**src/design/cplx_pkg.sv**
```systemverilog
`default_nettype none
package cplx_pkg;
   localparam int FRAC_BITS = 8;
   localparam int WORD_BITS = 16;
   localparam int PROD_BITS = 2 * WORD_BITS;
   localparam int NUM_BITS  = PROD_BITS + 1;
   localparam int MAG_BITS  = PROD_BITS;
   // quotient bits kept before clipping; integer part plus fraction
   localparam int QUO_BITS  = WORD_BITS + FRAC_BITS + 1;
   // restoring steps: integer part (bounded) then fraction bits
   localparam int INT_STEPS = WORD_BITS + 1;
   localparam int DIV_STEPS = INT_STEPS + FRAC_BITS;
   localparam int DIV_PER_STAGE = 2;
   localparam int DIV_STAGES = (DIV_STEPS + DIV_PER_STAGE - 1) / DIV_PER_STAGE;

   typedef enum logic [1:0] {
      CMD_ADD = 2'd0,
      CMD_SUB = 2'd1,
      CMD_MUL = 2'd2,
      CMD_DIV = 2'd3
   } cmd_type;

   typedef logic signed [WORD_BITS-1:0] word_type;

   // one divider lane in flight
   typedef struct packed {
      logic                     neg;
      logic [MAG_BITS+QUO_BITS-1:0] rem;  // shifted dividend / partial remainder
      logic [QUO_BITS-1:0]      quo;
   } lane_type;

   typedef struct packed {
      cmd_type                  cmd;
      logic                     dz;
      logic signed [NUM_BITS-1:0] num_re;
      logic signed [NUM_BITS-1:0] num_im;
      logic [MAG_BITS-1:0]      den;
   } front_type;
endpackage
`default_nettype wire

```
**src/design/cplx_front.sv**
```systemverilog
`default_nettype none
// Operand stages: products and sums registered, then numerators registered.
module cplx_front (
   input  wire logic clock,
   input  wire logic reset,
   input  wire logic adv,
   input  wire logic in_valid,
   input  cplx_pkg::cmd_type cmd,
   input  cplx_pkg::word_type a_re,
   input  cplx_pkg::word_type a_im,
   input  cplx_pkg::word_type b_re,
   input  cplx_pkg::word_type b_im,
   output logic out_valid,
   output cplx_pkg::front_type out_data
);
   import cplx_pkg::*;

   logic v1_ff;
   cmd_type cmd1_ff;
   logic signed [PROD_BITS-1:0] p_rr_ff, p_ii_ff, p_ri_ff, p_ir_ff, p_bb_ff, p_cc_ff;
   logic signed [WORD_BITS:0] s_re_ff, s_im_ff;
   logic v2_ff;
   front_type d2_ff, d2_in;

   always_ff @(posedge clock) begin
      if (reset) begin
         v1_ff <= 1'b0;
         v2_ff <= 1'b0;
      end else if (adv) begin
         v1_ff <= in_valid;
         v2_ff <= v1_ff;
      end
   end

   always_ff @(posedge clock) begin
      if (adv) begin
         cmd1_ff <= cmd;
         p_rr_ff <= a_re * b_re;
         p_ii_ff <= a_im * b_im;
         p_ri_ff <= a_re * b_im;
         p_ir_ff <= a_im * b_re;
         p_bb_ff <= b_re * b_re;
         p_cc_ff <= b_im * b_im;
         if (cmd == CMD_SUB) begin
            s_re_ff <= {a_re[WORD_BITS-1], a_re} - {b_re[WORD_BITS-1], b_re};
            s_im_ff <= {a_im[WORD_BITS-1], a_im} - {b_im[WORD_BITS-1], b_im};
         end else begin
            s_re_ff <= {a_re[WORD_BITS-1], a_re} + {b_re[WORD_BITS-1], b_re};
            s_im_ff <= {a_im[WORD_BITS-1], a_im} + {b_im[WORD_BITS-1], b_im};
         end
         d2_ff <= d2_in;
      end
   end

   logic signed [NUM_BITS-1:0] e_rr, e_ii, e_ri, e_ir;
   logic [MAG_BITS:0] den_w;
   always_comb begin
      e_rr = NUM_BITS'(p_rr_ff);
      e_ii = NUM_BITS'(p_ii_ff);
      e_ri = NUM_BITS'(p_ri_ff);
      e_ir = NUM_BITS'(p_ir_ff);
      den_w = {1'b0, p_bb_ff} + {1'b0, p_cc_ff};
      d2_in.cmd = cmd1_ff;
      d2_in.den = den_w[MAG_BITS-1:0];
      d2_in.dz = (cmd1_ff == CMD_DIV) && (den_w == '0);
      case (cmd1_ff)
         CMD_ADD, CMD_SUB: begin
            d2_in.num_re = NUM_BITS'(s_re_ff);
            d2_in.num_im = NUM_BITS'(s_im_ff);
         end
         CMD_MUL: begin
            d2_in.num_re = e_rr - e_ii;
            d2_in.num_im = e_ri + e_ir;
         end
         default: begin
            d2_in.num_re = e_rr + e_ii;
            d2_in.num_im = e_ir - e_ri;
         end
      endcase
   end

   assign out_valid = v2_ff;
   assign out_data  = d2_ff;
endmodule
`default_nettype wire

```
**config.mk**
```make
export PLATFORM = sky130hd
export DESIGN_NAME = cplx_front
export DESIGN_NICKNAME = d
export VERILOG_FILES = /design/src/design/cplx_pkg.sv /design/src/design/cplx_front.sv
export SDC_FILE = /design/constraint.sdc
export NUM_CORES = 2
export LEC_CHECK = 0
export BUFFER_PORTS_ARGS = -buffer_cell sky130_fd_sc_hd__buf_2
export CORE_MARGIN = 2
export CORE_UTILIZATION = 60
export DETAILED_ROUTE_END_ITERATION = 10
export GPL_TIMING_DRIVEN = 1
export MAX_ROUTING_LAYER = met4
export PLACE_DENSITY = 0.84
export SKIP_LAST_GASP = 1
export SLEW_MARGIN = 15
export SYNTH_ARGS = -nofsm -noshare
export SYNTH_HDL_FRONTEND = slang
export SYNTH_SLANG_ARGS = --single-unit
export TNS_END_PERCENT = 100
```
**constraint.sdc**
```tcl
create_clock -name clock -period 7.1 [get_ports clock]
set_input_delay 1.065 -clock clock [delete_from_list [all_inputs] [get_ports clock]]
set_output_delay 1.065 -clock clock [all_outputs]
set_load 0.01 [all_outputs]
```
==> qor.csv <==
stage,metric,value,unit
run,Max-Cap Viols,0,
logic_synthesis,syn nets,10000,
setup_path,CP Capture Type,flop,
drt,wl on met1,78.5,mm
die,die area,0.128,sq mm
sta,Min Hold Slack,0.502,ns
die,CORE AREA,0.124,sq mm
sta,"Slew Viols, Final",0,
place,GPL Wtd Cong,1.00,
drt,Pre-antenna DRT Iters,5,
sta,Fin. Hold Viols,0,
drt,DR iter-0 viols,4969,
hold_path,worst min path class,reg2reg,
cts,CTS sink count,329,
sta,Worst Skew,0.0266,ns
cts,cts bufs inserted,40,
drt,Final ANT Viol Nets,0,
sta,FMAX,144,MHz
global_route,gr usage total,35.5,%
global_route,initial antenna violation count,11,
die,Site Rows,129,
logic_synthesis,YS warnings,0,
drt,Post-Route WL,211,mm
logic_synthesis,Synth top area share,40.6,%
status,status,finished clean,
die,top-level I/O count,172,
setup_path,crit start category,input pin,
drt,WL per Instance,20.9,um
logic_synthesis,Synth area leaders,"fa_1 (41%), edfxtp_1 (13%), ha_1 (11%), inv_1 (9.1%), and2_1 (4.3%)",
logic_synthesis,"count leader, synth",inv_1,
global_route,first-pass GRT wire length,339,mm
place,# port buffers,171,
setup_path,WP data arrival,7.32,ns
logic_synthesis,number of synthesized flops with an enable pin,327,
place,DP Cell Count,10000,
sta,fin crit share,98.0,%
sta,Worst Tran Pin Value,1.10,ns
drt,DR WL met2,101,mm
layout,Area Overhead vs Synth,12.5,%
sta,slew margin rel.,26.3,%
cts,H-tree lvl count,2,
setup_path,crit path max fanout,11,
layout,fin cells,10100,
cts,Root Driver,clkbuf_16,
logic_synthesis,"top cells by count, synth","inv_1 (1825), fa_1 (1519), nand2_1 (747), ha_1 (650), and2_1 (518)",
logic_synthesis,Synth async-reset ratio,0,%
die,Die Wd,357,um
setup_path,CP required,7.47,ns
logic_synthesis,cell area after synthesis,0.0749,sq mm
logic_synthesis,top_reg_cell synth,edfxtp_1,
layout,Final Cell Area,0.0843,sq mm
layout,layout cell share with drive strength beyond 1,12.6,%
global_route,number of global-route vias before repair,62300,
drt,DRC,0,
place,placed cell area,0.0828,sq mm
cts,Post-CTS Setup Inserts,0,
drt,met3 wire length,18.5,mm
cts,CTS tree,done,
logic_synthesis,post-synthesis sequential area ratio,13.2,%
logic_synthesis,Gate Count Post-Synth,7804,
die,Initial Utilization,60.5,%
sta,RSZ-0062 raised after global routing,true,
logic_synthesis,post-synth top area cell,fa_1,
cts,clock buffer depth,3,
drt,Top Layer Used,met4,
drt,vias per cell,5.62,
die,Die Ht,357,um
logic_synthesis,Avg Inst Size Synth,9.60,sq um
global_route,largest net degree at the start of global routing,147,
place,hpwl dp,180,mm
cts,clock latency on the worst-skew pair,0.62,ns
sta,Final setup viols,0,
setup_path,critical path type,in2reg,
drt,Vias,56900,
sta,minimum clock period,6.96,ns
global_route,grt ovf,0,
logic_synthesis,Yosys reg bits,329,
cts,clock slew at reported path FFs,0.06,ns
layout,Layout Nets,10700,
logic_synthesis,count of cell types in the netlist,83,
[cells in the final DEF (no fill, tap or decap), types with 50 or more instances in the layout]
cell type	synthesis	final
a21o_1	120	120
a21oi_1	260	256
and2_1	518	518
buf_2	0	165
buf_4	0	680
edfxtp_1	327	327
fa_1	1519	1509
ha_1	650	644
inv_1	1825	1824
nand2_1	747	747
nand2b_1	54	53
nand3_1	50	50
nor2_1	329	326
nor3_1	56	55
o21ai_0	136	130
xnor2_1	313	313
xor2_1	112	112
[worst max-delay path, stage by stage]
cell	delay [ns]
buf_2	0.28
buf_4	0.26
buf_4	0.22
and2_1	0.17
fa_1	0.45
fa_1	0.55
ha_1	0.14
inv_1	0.05
fa_1	0.47
inv_1	0.06
fa_1	0.54
inv_1	0.06
fa_1	0.48
inv_1	0.04
ha_1	0.29
buf_4	0.13
o21ai_0	0.07
a21oi_1	0.22
o21ai_0	0.23
o21a_1	0.25
o21ai_0	0.56
nand2b_1	0.16
o21ai_0	0.27
o211a_1	0.22
xor2_1	0.07
[flip-flops by register name, summed over array words and instances, names as in the netlist]
name and cells:
out_valid 1, cmd1_ff 2, p_rr_ff 32, p_bb_ff 31, p_ii_ff 32, s_re_ff 17, out_data 101, v1_ff 1
p_ir_ff 32, s_im_ff 17, p_cc_ff 31, p_ri_ff 32
[kinds of logic (layout without fill, tap and decap cells)]
family	count (synthesis)	count (layout)	synth area share, %
buffers and inverters	2132	2803	10.7
AO/OA/AOI/OAI	817	817	7.09
adder cells (fa/ha/maj)	2169	2169	51.4
flip-flops	329	329	13.2
XOR/XNOR	426	426	4.99
multiplexers	28	28	0.407
AND/OR/NAND/NOR	1903	1903	12.2
other	0	10	0
[worst paths after layout]
path / startpoint / endpoint / slack (ns) / cells past startpoint
setup / recovery: a_im[6] / p_ir_ff[30] / 0.14 / 25
hold / removal: out_valid / out_valid / 0.50 / 2
setup reg to reg: p_ii_ff[7] / out_data[97] / 1.48 / 17
hold reg to reg: out_valid / out_valid / 0.50 / 2
[metal layers]
metal	vias up	GRT usage, %
li1	25100	-
met4	0	16.7
met2	2565	57.5
met5	-	-
met1	28600	43.3
met3	682	6.43
[timing repair]
item,CTS,global route
endpoints found under the setup margin,0,17
gates resized for setup,0,28
hold buffers,0,0
[metrics by stage]
stage | util, % | TNS, ns | worst slack, ns
floorplan | - | 0 | 0.00341
global placement | 66.9 | -7.74 | -0.346
detailed placement | 66.9 | -13.64 | -0.572
CTS | 68.0 | 0 | 0.0240
global route | 68.1 | -0.0970 | -0.0382
finish | 68.1 | 0 | 0.144
[area by class of cell]
type                            count  area, sq um
Antenna cell                       10         25.0
Clock buffer                       44         1040
Sequential cell                   329         9860
Inverter                         1837         6900
Multi-Input combinational cell   5343        57300
Clock inverter                     29          350
Fill cell                        9130        39500
Timing Repair Buffer              893         6770
Tap cell                         1637         2050
Power is left out: the tool's default activity adds up to more than one toggle a clock period on the data nets, which glitch-free logic cannot reach.
